==> src/hdl/bbs_pkg.sv <==
// Package for the bouncing ball step block: sequencer states, register
// indexes, fixed field widths and reset values.
// No dependencies.
package bbs_pkg;

    // Fraction bits of every fixed-point word and factor
    localparam int FRAC_BITS = 16;

    // Fixed register and field widths
    localparam int CFG_DATA_W  = 24;
    localparam int CFG_INDEX_W = 3;
    localparam int REST_W      = 18;
    localparam int FRIC_W      = 17;
    localparam int RADIUS_W    = 17;
    localparam int STEP_W      = 16;
    localparam int HITS_W      = 3;
    // Signed width of the second multiplier operand (negated restitution)
    localparam int MUL_B_W     = REST_W + 1;

    // Register reset values
    localparam logic signed [CFG_DATA_W-1:0] GRAVITY_Y_RST   = -24'sd642253;
    localparam logic        [REST_W-1:0]     RESTITUTION_RST = 18'd52429;
    localparam logic        [FRIC_W-1:0]     FRICTION_RST    = 17'd64225;
    localparam logic        [RADIUS_W-1:0]   BALL_RADIUS_RST = 17'd6554;
    localparam logic signed [CFG_DATA_W-1:0] START_POS_X_RST = -24'sd52429;
    localparam logic signed [CFG_DATA_W-1:0] START_POS_Y_RST = 24'sd19661;
    localparam logic signed [CFG_DATA_W-1:0] START_VEL_X_RST = 24'sd655360;
    localparam logic signed [CFG_DATA_W-1:0] START_VEL_Y_RST = 24'sd0;

    // Configuration register indexes
    typedef enum logic [CFG_INDEX_W-1:0] {
        CFG_GRAVITY_Y   = 3'd0,
        CFG_RESTITUTION = 3'd1,
        CFG_FRICTION    = 3'd2,
        CFG_BALL_RADIUS = 3'd3,
        CFG_START_POS_X = 3'd4,
        CFG_START_POS_Y = 3'd5,
        CFG_START_VEL_X = 3'd6,
        CFG_START_VEL_Y = 3'd7
    } cfg_index_t;

    // Wall bits of the hit mask
    localparam int HIT_RIGHT = 0;
    localparam int HIT_LEFT  = 1;
    localparam int HIT_FLOOR = 2;

    // Sequencer states: MUL, WALL and FLOOR issue a product, RND rounds it, ADD/SET commits
    typedef enum logic [4:0] {
        ST_IDLE,
        ST_MUL_VY,
        ST_RND_VY,
        ST_ADD_VY,
        ST_MUL_PX,
        ST_RND_PX,
        ST_ADD_PX,
        ST_MUL_PY,
        ST_RND_PY,
        ST_ADD_PY,
        ST_WALL_R,
        ST_RND_R,
        ST_SET_R,
        ST_WALL_L,
        ST_RND_L,
        ST_SET_L,
        ST_FLOOR,
        ST_RND_FY,
        ST_SET_FY,
        ST_MUL_FX,
        ST_RND_FX,
        ST_SET_FX,
        ST_DONE
    } state_t;

endpackage

==> src/hdl/bouncing_ball_step_top.sv <==
// Bouncing ball step: one semi-implicit Euler step with wall bounces per transfer,
// built around one shared multiplier under a small sequencer.
// Depends on bbs_pkg.
//
//  channel  | handshake              | payload
//  ---------+------------------------+------------------------------------------
//  in       | in_valid / in_stall    | restart, step_size
//  out      | out_valid / out_stall  | pos_x, pos_y, vel_x, vel_y, wall_hits
//  cfg      | cfg_valid / cfg_ready  | cfg_index, cfg_data (always ready)
//
// A step item runs the gravity, x and y products, a bounce product per wall
// or floor bounce and a friction product on floor contact; a restart item
// skips them. Every product goes through the single multiplier, then a rounding
// stage, then the commit, so the products of one step run one after another.
// Reset loads the register defaults and the saturated start state; no sweep.
// A stalled result waits in the output register while the next item is taken.
module bouncing_ball_step_top #(
    parameter int WORD_WIDTH = 24
) (
    input  logic                                   clk,
    input  logic                                   rst_n,
    // input item channel
    input  logic                                   in_valid,
    output logic                                   in_stall,
    input  logic                                   restart,
    input  logic [bbs_pkg::STEP_W-1:0]             step_size,
    // result channel
    output logic                                   out_valid,
    input  logic                                   out_stall,
    output logic signed [WORD_WIDTH-1:0]           pos_x,
    output logic signed [WORD_WIDTH-1:0]           pos_y,
    output logic signed [WORD_WIDTH-1:0]           vel_x,
    output logic signed [WORD_WIDTH-1:0]           vel_y,
    output logic [bbs_pkg::HITS_W-1:0]             wall_hits,
    // configuration write channel
    input  logic                                   cfg_valid,
    output logic                                   cfg_ready,
    input  logic [bbs_pkg::CFG_INDEX_W-1:0]        cfg_index,
    input  logic [bbs_pkg::CFG_DATA_W-1:0]         cfg_data
);

    localparam int FRAC = bbs_pkg::FRAC_BITS;
    // multiplier A operand: state word or gravity, whichever is wider
    localparam int AW = (WORD_WIDTH > bbs_pkg::CFG_DATA_W) ? WORD_WIDTH
                                                            : bbs_pkg::CFG_DATA_W;
    localparam int PW = AW + bbs_pkg::MUL_B_W;
    // common width for rounding results, sums and wall compares
    localparam int SW = PW + 1 - FRAC;

    localparam logic signed [SW-1:0] W_MAX =
        {{(SW-WORD_WIDTH+1){1'b0}}, {(WORD_WIDTH-1){1'b1}}};
    localparam logic signed [SW-1:0] W_MIN =
        {{(SW-WORD_WIDTH+1){1'b1}}, {(WORD_WIDTH-1){1'b0}}};
    localparam logic signed [SW-1:0] ONE_S =
        {{(SW-FRAC-1){1'b0}}, 1'b1, {FRAC{1'b0}}};
    localparam logic signed [PW:0] HALF_P =
        {{(PW-FRAC+1){1'b0}}, 1'b1, {(FRAC-1){1'b0}}};

    // Saturate a wide value to the word range
    function automatic logic signed [WORD_WIDTH-1:0] sat_w(input logic signed [SW-1:0] v);
        logic signed [WORD_WIDTH-1:0] r;
        if (v > W_MAX)
        begin
            r = W_MAX[WORD_WIDTH-1:0];
        end
        else if (v < W_MIN)
        begin
            r = W_MIN[WORD_WIDTH-1:0];
        end
        else
        begin
            r = v[WORD_WIDTH-1:0];
        end
        return r;
    endfunction

    // Configuration registers
    logic signed [bbs_pkg::CFG_DATA_W-1:0] gravity_y_reg;
    logic        [bbs_pkg::REST_W-1:0]     restitution_reg;
    logic        [bbs_pkg::FRIC_W-1:0]     friction_reg;
    logic        [bbs_pkg::RADIUS_W-1:0]   ball_radius_reg;
    logic signed [bbs_pkg::CFG_DATA_W-1:0] start_pos_x_reg;
    logic signed [bbs_pkg::CFG_DATA_W-1:0] start_pos_y_reg;
    logic signed [bbs_pkg::CFG_DATA_W-1:0] start_vel_x_reg;
    logic signed [bbs_pkg::CFG_DATA_W-1:0] start_vel_y_reg;

    // Control and ball state
    bbs_pkg::state_t state_reg, state_next;
    logic signed [WORD_WIDTH-1:0] ball_pos_x_reg, ball_pos_x_next;
    logic signed [WORD_WIDTH-1:0] ball_pos_y_reg, ball_pos_y_next;
    logic signed [WORD_WIDTH-1:0] ball_vel_x_reg, ball_vel_x_next;
    logic signed [WORD_WIDTH-1:0] ball_vel_y_reg, ball_vel_y_next;
    logic [bbs_pkg::HITS_W-1:0]   hits_reg, hits_next;
    logic                         out_valid_reg, out_valid_next;

    // Datapath registers
    logic [bbs_pkg::STEP_W-1:0]   step_reg, step_next;
    logic                         bounce_reg, bounce_next;
    logic signed [PW-1:0]         prod_reg, prod_next;
    logic signed [WORD_WIDTH-1:0] mq_reg, mq_next;
    logic signed [WORD_WIDTH-1:0] pos_x_reg, pos_x_next;
    logic signed [WORD_WIDTH-1:0] pos_y_reg, pos_y_next;
    logic signed [WORD_WIDTH-1:0] vel_x_reg, vel_x_next;
    logic signed [WORD_WIDTH-1:0] vel_y_reg, vel_y_next;
    logic [bbs_pkg::HITS_W-1:0]   wall_hits_reg, wall_hits_next;

    // Shared multiplier operands and helper values
    logic signed [AW-1:0]                mul_a;
    logic signed [bbs_pkg::MUL_B_W-1:0]  mul_b;
    logic signed [bbs_pkg::MUL_B_W-1:0]  dt_s;
    logic signed [bbs_pkg::MUL_B_W-1:0]  neg_rest_s;
    logic signed [bbs_pkg::MUL_B_W-1:0]  fric_s;
    logic signed [PW:0]                  rnd_sum;
    logic signed [SW-1:0]                rnd_val;
    logic signed [SW-1:0]                rad_s;
    logic signed [SW-1:0]                px_s;
    logic signed [SW-1:0]                py_s;
    logic                                hit_right;
    logic                                hit_left;
    logic                                hit_floor;
    logic                                in_xfer;
    logic                                out_load;

    assign cfg_ready = 1'b1;
    assign in_stall  = (state_reg != bbs_pkg::ST_IDLE);
    assign in_xfer   = in_valid && !in_stall;
    assign out_load  = (state_reg == bbs_pkg::ST_DONE) && (!out_valid_reg || !out_stall);

    // Factor operands of the multiplier
    assign dt_s       = $signed({3'b000, step_reg});
    assign neg_rest_s = -$signed({1'b0, restitution_reg});
    assign fric_s     = $signed({2'b00, friction_reg});

    // Round half up to 16 fraction bits
    assign rnd_sum = $signed({prod_reg[PW-1], prod_reg}) + HALF_P;
    assign rnd_val = rnd_sum[PW:FRAC];

    // Wall tests on exact wide values
    assign rad_s     = $signed(SW'(ball_radius_reg));
    assign px_s      = SW'(ball_pos_x_reg);
    assign py_s      = SW'(ball_pos_y_reg);
    assign hit_right = (ONE_S - px_s) <= rad_s;
    assign hit_left  = px_s <= (rad_s - ONE_S);
    assign hit_floor = py_s <= (rad_s - ONE_S);

    // Sequencer: next state, operand select and register updates
    always_comb
    begin
        state_next      = state_reg;
        ball_pos_x_next = ball_pos_x_reg;
        ball_pos_y_next = ball_pos_y_reg;
        ball_vel_x_next = ball_vel_x_reg;
        ball_vel_y_next = ball_vel_y_reg;
        hits_next       = hits_reg;
        step_next       = step_reg;
        bounce_next     = bounce_reg;
        mq_next         = sat_w(rnd_val);
        mul_a           = AW'(ball_vel_x_reg);
        mul_b           = dt_s;
        pos_x_next      = pos_x_reg;
        pos_y_next      = pos_y_reg;
        vel_x_next      = vel_x_reg;
        vel_y_next      = vel_y_reg;
        wall_hits_next  = wall_hits_reg;

        unique case (state_reg)
            bbs_pkg::ST_IDLE:
            begin
                if (in_xfer)
                begin
                    step_next = step_size;
                    hits_next = '0;
                    if (restart)
                    begin
                        ball_pos_x_next = sat_w(SW'(start_pos_x_reg));
                        ball_pos_y_next = sat_w(SW'(start_pos_y_reg));
                        ball_vel_x_next = sat_w(SW'(start_vel_x_reg));
                        ball_vel_y_next = sat_w(SW'(start_vel_y_reg));
                        state_next      = bbs_pkg::ST_DONE;
                    end
                    else
                    begin
                        state_next = bbs_pkg::ST_MUL_VY;
                    end
                end
            end
            bbs_pkg::ST_MUL_VY:
            begin
                mul_a      = AW'(gravity_y_reg);
                mul_b      = dt_s;
                state_next = bbs_pkg::ST_RND_VY;
            end
            bbs_pkg::ST_RND_VY:
            begin
                state_next = bbs_pkg::ST_ADD_VY;
            end
            bbs_pkg::ST_ADD_VY:
            begin
                ball_vel_y_next = sat_w(SW'(ball_vel_y_reg) + SW'(mq_reg));
                state_next      = bbs_pkg::ST_MUL_PX;
            end
            bbs_pkg::ST_MUL_PX:
            begin
                mul_a      = AW'(ball_vel_x_reg);
                mul_b      = dt_s;
                state_next = bbs_pkg::ST_RND_PX;
            end
            bbs_pkg::ST_RND_PX:
            begin
                state_next = bbs_pkg::ST_ADD_PX;
            end
            bbs_pkg::ST_ADD_PX:
            begin
                ball_pos_x_next = sat_w(SW'(ball_pos_x_reg) + SW'(mq_reg));
                state_next      = bbs_pkg::ST_MUL_PY;
            end
            bbs_pkg::ST_MUL_PY:
            begin
                mul_a      = AW'(ball_vel_y_reg);
                mul_b      = dt_s;
                state_next = bbs_pkg::ST_RND_PY;
            end
            bbs_pkg::ST_RND_PY:
            begin
                state_next = bbs_pkg::ST_ADD_PY;
            end
            bbs_pkg::ST_ADD_PY:
            begin
                ball_pos_y_next = sat_w(SW'(ball_pos_y_reg) + SW'(mq_reg));
                state_next      = bbs_pkg::ST_WALL_R;
            end
            // Right wall: clamp, and bounce when moving right or still
            bbs_pkg::ST_WALL_R:
            begin
                mul_a      = AW'(ball_vel_x_reg);
                mul_b      = neg_rest_s;
                state_next = bbs_pkg::ST_WALL_L;
                if (hit_right)
                begin
                    hits_next[bbs_pkg::HIT_RIGHT] = 1'b1;
                    ball_pos_x_next = sat_w(ONE_S - rad_s);
                    if (!ball_vel_x_reg[WORD_WIDTH-1])
                    begin
                        state_next = bbs_pkg::ST_RND_R;
                    end
                end
            end
            bbs_pkg::ST_RND_R:
            begin
                state_next = bbs_pkg::ST_SET_R;
            end
            bbs_pkg::ST_SET_R:
            begin
                ball_vel_x_next = mq_reg;
                state_next      = bbs_pkg::ST_WALL_L;
            end
            // Left wall: clamp, and bounce when moving left or still
            bbs_pkg::ST_WALL_L:
            begin
                mul_a      = AW'(ball_vel_x_reg);
                mul_b      = neg_rest_s;
                state_next = bbs_pkg::ST_FLOOR;
                if (hit_left)
                begin
                    hits_next[bbs_pkg::HIT_LEFT] = 1'b1;
                    ball_pos_x_next = sat_w(rad_s - ONE_S);
                    if (ball_vel_x_reg[WORD_WIDTH-1] || (ball_vel_x_reg == '0))
                    begin
                        state_next = bbs_pkg::ST_RND_L;
                    end
                end
            end
            bbs_pkg::ST_RND_L:
            begin
                state_next = bbs_pkg::ST_SET_L;
            end
            bbs_pkg::ST_SET_L:
            begin
                ball_vel_x_next = mq_reg;
                state_next      = bbs_pkg::ST_FLOOR;
            end
            // Floor: clamp, bounce when falling or still, then friction
            bbs_pkg::ST_FLOOR:
            begin
                mul_a      = AW'(ball_vel_y_reg);
                mul_b      = neg_rest_s;
                state_next = bbs_pkg::ST_DONE;
                if (hit_floor)
                begin
                    hits_next[bbs_pkg::HIT_FLOOR] = 1'b1;
                    ball_pos_y_next = sat_w(rad_s - ONE_S);
                    bounce_next     = ball_vel_y_reg[WORD_WIDTH-1] || (ball_vel_y_reg == '0);
                    if (ball_vel_y_reg[WORD_WIDTH-1] || (ball_vel_y_reg == '0))
                    begin
                        state_next = bbs_pkg::ST_RND_FY;
                    end
                    else
                    begin
                        state_next = bbs_pkg::ST_MUL_FX;
                    end
                end
            end
            bbs_pkg::ST_RND_FY:
            begin
                state_next = bbs_pkg::ST_SET_FY;
            end
            bbs_pkg::ST_SET_FY:
            begin
                ball_vel_y_next = mq_reg;
                state_next      = bbs_pkg::ST_MUL_FX;
            end
            bbs_pkg::ST_MUL_FX:
            begin
                mul_a      = AW'(ball_vel_x_reg);
                mul_b      = fric_s;
                state_next = bbs_pkg::ST_RND_FX;
            end
            bbs_pkg::ST_RND_FX:
            begin
                state_next = bbs_pkg::ST_SET_FX;
            end
            bbs_pkg::ST_SET_FX:
            begin
                ball_vel_x_next = mq_reg;
                state_next      = bbs_pkg::ST_DONE;
            end
            // Hand the new state to the output register once it is free
            bbs_pkg::ST_DONE:
            begin
                if (out_load)
                begin
                    pos_x_next     = ball_pos_x_reg;
                    pos_y_next     = ball_pos_y_reg;
                    vel_x_next     = ball_vel_x_reg;
                    vel_y_next     = ball_vel_y_reg;
                    wall_hits_next = hits_reg;
                    state_next     = bbs_pkg::ST_IDLE;
                end
            end
            default:
            begin
                state_next = bbs_pkg::ST_IDLE;
            end
        endcase

        prod_next = PW'(mul_a) * PW'(mul_b);

        // Output valid: set on load, drop on transfer
        if (out_load)
        begin
            out_valid_next = 1'b1;
        end
        else if (out_valid_reg && !out_stall)
        begin
            out_valid_next = 1'b0;
        end
        else
        begin
            out_valid_next = out_valid_reg;
        end
    end

    // Sequencer state and control registers
    always_ff @(posedge clk or negedge rst_n)
    begin
        if (!rst_n)
        begin
            state_reg      <= bbs_pkg::ST_IDLE;
            ball_pos_x_reg <= sat_w(SW'(bbs_pkg::START_POS_X_RST));
            ball_pos_y_reg <= sat_w(SW'(bbs_pkg::START_POS_Y_RST));
            ball_vel_x_reg <= sat_w(SW'(bbs_pkg::START_VEL_X_RST));
            ball_vel_y_reg <= sat_w(SW'(bbs_pkg::START_VEL_Y_RST));
            hits_reg       <= '0;
            out_valid_reg  <= 1'b0;
        end
        else
        begin
            state_reg      <= state_next;
            ball_pos_x_reg <= ball_pos_x_next;
            ball_pos_y_reg <= ball_pos_y_next;
            ball_vel_x_reg <= ball_vel_x_next;
            ball_vel_y_reg <= ball_vel_y_next;
            hits_reg       <= hits_next;
            out_valid_reg  <= out_valid_next;
        end
    end

    // Configuration register writes
    always_ff @(posedge clk or negedge rst_n)
    begin
        if (!rst_n)
        begin
            gravity_y_reg   <= bbs_pkg::GRAVITY_Y_RST;
            restitution_reg <= bbs_pkg::RESTITUTION_RST;
            friction_reg    <= bbs_pkg::FRICTION_RST;
            ball_radius_reg <= bbs_pkg::BALL_RADIUS_RST;
            start_pos_x_reg <= bbs_pkg::START_POS_X_RST;
            start_pos_y_reg <= bbs_pkg::START_POS_Y_RST;
            start_vel_x_reg <= bbs_pkg::START_VEL_X_RST;
            start_vel_y_reg <= bbs_pkg::START_VEL_Y_RST;
        end
        else if (cfg_valid && cfg_ready)
        begin
            unique case (bbs_pkg::cfg_index_t'(cfg_index))
                bbs_pkg::CFG_GRAVITY_Y:   gravity_y_reg   <= $signed(cfg_data);
                bbs_pkg::CFG_RESTITUTION: restitution_reg <= cfg_data[bbs_pkg::REST_W-1:0];
                bbs_pkg::CFG_FRICTION:    friction_reg    <= cfg_data[bbs_pkg::FRIC_W-1:0];
                bbs_pkg::CFG_BALL_RADIUS: ball_radius_reg <= cfg_data[bbs_pkg::RADIUS_W-1:0];
                bbs_pkg::CFG_START_POS_X: start_pos_x_reg <= $signed(cfg_data);
                bbs_pkg::CFG_START_POS_Y: start_pos_y_reg <= $signed(cfg_data);
                bbs_pkg::CFG_START_VEL_X: start_vel_x_reg <= $signed(cfg_data);
                bbs_pkg::CFG_START_VEL_Y: start_vel_y_reg <= $signed(cfg_data);
                default:                  gravity_y_reg   <= gravity_y_reg;
            endcase
        end
    end

    // Datapath and output payload registers
    always_ff @(posedge clk)
    begin
        step_reg      <= step_next;
        bounce_reg    <= bounce_next;
        prod_reg      <= prod_next;
        mq_reg        <= mq_next;
        pos_x_reg     <= pos_x_next;
        pos_y_reg     <= pos_y_next;
        vel_x_reg     <= vel_x_next;
        vel_y_reg     <= vel_y_next;
        wall_hits_reg <= wall_hits_next;
    end

    assign out_valid = out_valid_reg;
    assign pos_x     = pos_x_reg;
    assign pos_y     = pos_y_reg;
    assign vel_x     = vel_x_reg;
    assign vel_y     = vel_y_reg;
    assign wall_hits = wall_hits_reg;

    // A transfer on the input starts the sequencer at once
    a_busy_after_xfer: assert property (@(posedge clk) disable iff (!rst_n)
        in_xfer |=> in_stall)
        else $error("block took an item but did not go busy");

    // A restart item goes straight to the result stage
    a_restart_to_done: assert property (@(posedge clk) disable iff (!rst_n)
        (in_xfer && restart) |=> (state_reg == bbs_pkg::ST_DONE))
        else $error("restart item did not skip the step");

    // Friction is only applied after floor contact, and a floor bounce product is
    // only committed when the ball was falling or still
    a_friction_needs_floor: assert property (@(posedge clk) disable iff (!rst_n)
        (state_reg == bbs_pkg::ST_SET_FX) |-> hits_reg[bbs_pkg::HIT_FLOOR])
        else $error("friction applied without floor contact");

    a_floor_bounce_flag: assert property (@(posedge clk) disable iff (!rst_n)
        (state_reg == bbs_pkg::ST_SET_FY) |-> (bounce_reg && hits_reg[bbs_pkg::HIT_FLOOR]))
        else $error("floor bounce without contact");

endmodule

==> config.mk <==
export PLATFORM = sky130hd
export DESIGN_NAME = bouncing_ball_step_top
export DESIGN_NICKNAME = d
export VERILOG_FILES = /design/src/hdl/bbs_pkg.sv /design/src/hdl/bouncing_ball_step_top.sv
export SDC_FILE = /design/constraint.sdc
export NUM_CORES = 2
export LEC_CHECK = 0
export BUFFER_PORTS_ARGS = -buffer_cell sky130_fd_sc_hd__buf_4
export CAP_MARGIN = 20
export CORE_AREA = 4 4 256 258
export CTS_CLUSTER_DIAMETER = 50
export CTS_CLUSTER_SIZE = 25
export DETAILED_ROUTE_END_ITERATION = 7
export DIE_AREA = 0 0 260 262
export PLACE_DENSITY = 0.81
export SKIP_LAST_GASP = 1
export SLEW_MARGIN = 10
export SYNTH_ARGS = -nofsm -noshare
export SYNTH_HDL_FRONTEND = slang
export SYNTH_SLANG_ARGS = --single-unit
==> constraint.sdc <==
create_clock -name clk -period 9.1 [get_ports clk]
set_input_delay 1.82 -clock clk [delete_from_list [all_inputs] [get_ports clk]]
set_output_delay 1.82 -clock clk [all_outputs]
set_load 0.01 [all_outputs]
**Word level (Yosys, flattened, before mapping)**

Index checks and enable logic that the tools add are counted.

- Bits in registers: 459
- Input bits: 49

- Eq/ne operators: 35
- Multiply operators: 1
- Magnitude comparators: 23
- Mux-type cells: 55
- $add $sub $neg: 8
- Reductions and logical operators: 43

Operators by type and width:

| operator | number |
|---|---|
| 24-bit 2-to-1 mux | 30 |
| 24-bit one-hot mux with 3 select lines | 2 |
| 5-bit one-hot mux with 23 select lines | 1 |
| 24-bit > comparator, second input constant | 4 |
| 24-bit < comparator, second input constant | 4 |
| 24-bit one-hot mux with 2 select lines | 2 |
| 24-bit one-hot mux with 4 select lines | 1 |
| 24-bit by 24-bit adder with 25-bit output | 3 |
| 25-bit by 24-bit > comparator with 1-bit output, second input constant | 3 |
| 25-bit by 24-bit < comparator with 1-bit output, second input constant | 3 |
| 18-bit by 24-bit > comparator with 1-bit output, second input constant | 2 |
| 24-bit by 18-bit less-or-equal comparator with 1-bit output | 2 |
| 24-bit zero test | 2 |
| 18-bit by 24-bit < comparator with 1-bit output, second input constant | 2 |
| 43-bit by 17-bit adder with 44-bit output, second input constant | 1 |
| 24-bit by 19-bit multiplier with 43-bit output | 1 |
| 5-bit by 4-bit == test with 1-bit output, second input constant | 8 |
| 19-bit one-hot mux with 2 select lines | 1 |
| 5-bit == test, second input constant | 7 |
| 5-bit 2-to-1 mux | 6 |
| 28-bit by 24-bit > comparator with 1-bit output, second input constant | 1 |
| 28-bit by 24-bit < comparator with 1-bit output, second input constant | 1 |
| 25-bit by 18-bit less-or-equal comparator with 1-bit output | 1 |
| 18-bit by 24-bit subtractor with 25-bit output, first input constant | 1 |
| 29 further kinds | 76 |

**Depth between registers and ports, before layout**

- Depth after elaboration: 6
- Depth in mapped cells: 34

**Worst setup path before layout**

Ideal clock, no wire load.

- Path kind: register to register
- From: register restitution_reg[6] (netlist bit)
- To: register prod_reg[41]
- Arrival time: 8.323 ns
- Setup time: 0.072 ns
- Slack: 0.705 ns
- Cell stages (with the launch flop): 29
- Cell sequence: dfstp_2 > or4_1 > or3_1 > or4_1 > nor4_1 > xnor2_1 > and2_0 > clkbuf_1 > nand2_1 > fa_1 > fa_1 > inv_1 > fa_1 > fa_1 > fa_1 > fa_1 > inv_1 > fa_1 > inv_1 > ha_1 > and4_1 > and4_1 > o31ai_1 > o211ai_1 > a22o_1 > a31o_2 > o311a_1 > nor2_2 > xnor2_1

- Cells in the longest elaborated chain, start to end: 3

Ends and longest elaborated chain:

| element | line | source |
|---|---|---|
| from (decl) | bouncing_ball_step_top.sv:79 | `logic [bbs_pkg::REST_W-1:0] restitution_reg;` |
| from (signal assigned) | bouncing_ball_step_top.sv:394 | `restitution_reg <= bbs_pkg::RESTITUTION_RST;` |
| from (signal assigned) | bouncing_ball_step_top.sv:406 | `bbs_pkg::CFG_RESTITUTION: restitution_reg <= cfg_data[bbs_pkg::REST_W-1:0];` |
| 18-bit negator with 19-bit output | bouncing_ball_step_top.sv:131 | `assign neg_rest_s = -$signed({1'b0, restitution_reg});` |
| 19-bit one-hot mux with 2 select lines | bouncing_ball_step_top.sv:166 | `unique case (state_reg)` |
| 24-bit by 19-bit multiplier with 43-bit output | bouncing_ball_step_top.sv:346 | `prod_next = PW'(mul_a) * PW'(mul_b);` |
| via prod_next[41] | bouncing_ball_step_top.sv:99 | `logic signed [PW-1:0] prod_reg, prod_next;` |
| to (signal assigned) | bouncing_ball_step_top.sv:423 | `prod_reg <= prod_next;` |
| to (decl) | bouncing_ball_step_top.sv:99 |  |

The timed path passes the listed nets, and every way through them passes these cells.
A chain may end at the register's enable or synchronous reset.

**Worst setup path after layout**

Ends and elaborated chain as after synthesis.

==> reports/metrics.cfg <==
[global_route]
grt_usage_pct = 38.1
grt_overflow_total = 0
grt_pass1_wl_microns = 196000
antenna_found_initial = 6
grt_max_degree = 176
grt_pass1_vias = 33000

[synthesis]
yosysMostFrequentCell = inv_1
synth_area_per_cell_sq_um = 9.96
synth_seq_area_share_pct = 28.8
netlist_area_sq_um = 40100
ys_seq_elements = 444
synth-main-ff-cell = dfrtp_1
synth_common_cells = 515 x inv_1, 456 x fa_1, 400 x nand2_1
synth_nets = 4792
async_flop_share_pct = 62.4
syn_inst = 4029
synth_largest_area_cell = fa_1
ys_top_cells_by_area = fa_1 23%, dfrtp_1 12%, edfxtp_1 8.6%
synth_edf_count = 115
synth_warnings = 0
netlist.area_leader.share_pct = 22.7
yosysUniqueCellTypes = 87

[critical_path]
timing.rr.start = restitution_reg[6]
crit_buf_inv = 3
cp_data_required_time_ns = 9.68
worst-path-max-fanout = 7
worstSetupEndpointType = flip-flop
critPathSlowestCell = or4_1
crit_path_start = restitution_reg[6]
worstSetupPathType = flip-flop to flip-flop
cpMostUsedCell = fa_1
worstPathArrival_ns = 9.41
worstSetupStartpointType = flip-flop
max_stage_delay_ns = 0.58
cp_top_family = adder cells

[placement]
placed_cells = 4984
dpl.hpwl_microns = 97600
place.gp.congestion = 1.00
placed_area_sq_um = 42700
port_buffers = 149

[final_layout]
nNetsFinal = 4952
synthToLayoutAreaGrowth_pct = 10.9
largest_register_ffs = 28
n_antenna_cell = 0
final_cell_count_no_fill = 5075
drive_above_1_share_pct = 16.2
finalInstanceArea_sq_um = 44500
fillers = 4534

[detailed_routing]
dr.first_iter.drc_count = 4102
vias = 32700
wire_per_inst_microns = 25.4
wirelength_microns = 129000
ant_nets = 0
drc = 0
drtPass1Iterations = 6
vias_per_cell = 6.45

[min_path]
min_path_type = flip-flop to flip-flop
worstHoldStart = hits_reg[0]

[timing]
relSlewSlack_pct = 27.0
report.final.slew_viol_count = 0
skew_ns = 0.0655
fin_crit_sh_pct = 97.0
hold_viol = 0
fin_tns_setup_ns = 0
max_freq_mhz = 113
max_slew.worst_pin.slew_ns = 1.09
setup_violations = 0
finalCriticalPeriod_ns = 8.83

[die]
fp.dieH_microns = 262
core_area_sq_um = 63000
start_util_pct = 63.7
rows = 92
die_w_microns = 260
dieArea_sq_um = 68100
io_pins = 151

[clock_network]
cts_tree = yes
post_cts.repair.setup_buffers = 0
cts_max_level = 2
clockBufferDepth = 3
cts_buffers = 48
cts_root_buf = clkbuf_16
clk_pin_slew_worst_paths_ns = 0.09
clock-sinks = 444
clk_latency_ns = 0.65

[run]
maxCapViolations = 0

[outcome]
status = finished clean

[through the flow]
stage / util (%) / worst slack, ns / hold WS (ns)
finish: 70.7 / 0.272 / 0.448
global route: 70.7 / -0.0230 / 0.476
CTS: 70.6 / 0.0311 / 0.449
detailed placement: 67.8 / 0.0553 / 0.436
global placement: 67.8 / 0.308 / 0.436
floorplan: - / 0.705 / 0.425
[routing by layer]
metal  GRT usage (%)  wire length [microns]  up-vias
li1                -                      -    14000
met1            50.7                  48300    16100
met2            55.4                  54800     2088
met3            12.5                  16500      513
met4            21.7                   9110        2
met5               0                     13        -
[cell type report]
| cell class | count | area [sq um] | share of cell area (%) |
|---|---|---|---|
| clock buffer | 53 | 1280 | 2.88 |
| clock inverter | 37 | 483 | 1.08 |
| inverter | 517 | 1940 | 4.37 |
| multi-input combinational | 2902 | 26100 | 58.6 |
| sequential | 444 | 11500 | 25.9 |
| tap | 846 | 1060 | 2.38 |
| timing repair buffer | 276 | 2100 | 4.72 |
[final timing paths]
check	endpoint	slack, ns	cells after the start
min in group asynchronous	ball_pos_y_reg[16]	1.21	1
hold / removal	wall_hits[0]	0.45	0
setup / recovery	prod_reg[41]	0.27	27
max in group asynchronous	ball_vel_y_reg[14]	6.31	2
setup reg to reg	prod_reg[41]	0.27	27
hold reg to reg	wall_hits[0]	0.45	0
[repair_timing]
| item | 4_1_cts | 5_1_grt |
|---|---|---|
| endpoints found under the setup margin | 0 | 20 |
| hold buffers | 0 | 0 |
| gates resized for setup | 0 | 11 |
[cells in the final DEF (no fill, tap or decap), types with 20 or more instances in the layout]
cell / netlist / routed
dfxtp_1: 52 / 52
and2_1: 28 / 29
mux2_2: 170 / 170
o21a_1: 21 / 21
nand2_1: 400 / 399
o21ai_0: 202 / 201
a221o_1: 50 / 50
mux2i_1: 37 / 37
nand2b_1: 28 / 28
nor4_1: 28 / 27
xor2_1: 67 / 67
ha_1: 258 / 258
a211oi_1: 24 / 24
clkbuf_16: 0 / 50
dfrtp_1: 185 / 185
nand4_1: 33 / 33
a21oi_1: 156 / 151
nor2b_1: 21 / 20
o211ai_1: 28 / 28
buf_4: 3 / 273
nand3_1: 50 / 50
nor2_1: 343 / 343
a21o_1: 35 / 35
edfxtp_1: 115 / 115
nor3_1: 35 / 33
xnor2_1: 84 / 84
and3_1: 55 / 55
inv_1: 515 / 515
dfstp_2: 92 / 92
a221oi_1: 43 / 41
fa_1: 456 / 456
[cell families (layout without fill, tap and decap cells)]
| kind of cell | after synthesis | count (layout) | share of synthesized area, % |
|---|---|---|---|
| compound gates | 733 | 733 | 12.6 |
| xor+xnor | 151 | 151 | 3.30 |
| fa+ha+maj | 714 | 714 | 30.8 |
| buf+inv | 683 | 883 | 6.45 |
| flops | 444 | 444 | 28.8 |
| mux | 207 | 207 | 5.69 |
| other cells | 1 | 1 | 0.00934 |
| simple gates | 1096 | 1096 | 12.4 |
Power is not shown: default switching activity piles up to over one toggle a cycle in this logic, so the estimate is an artifact.
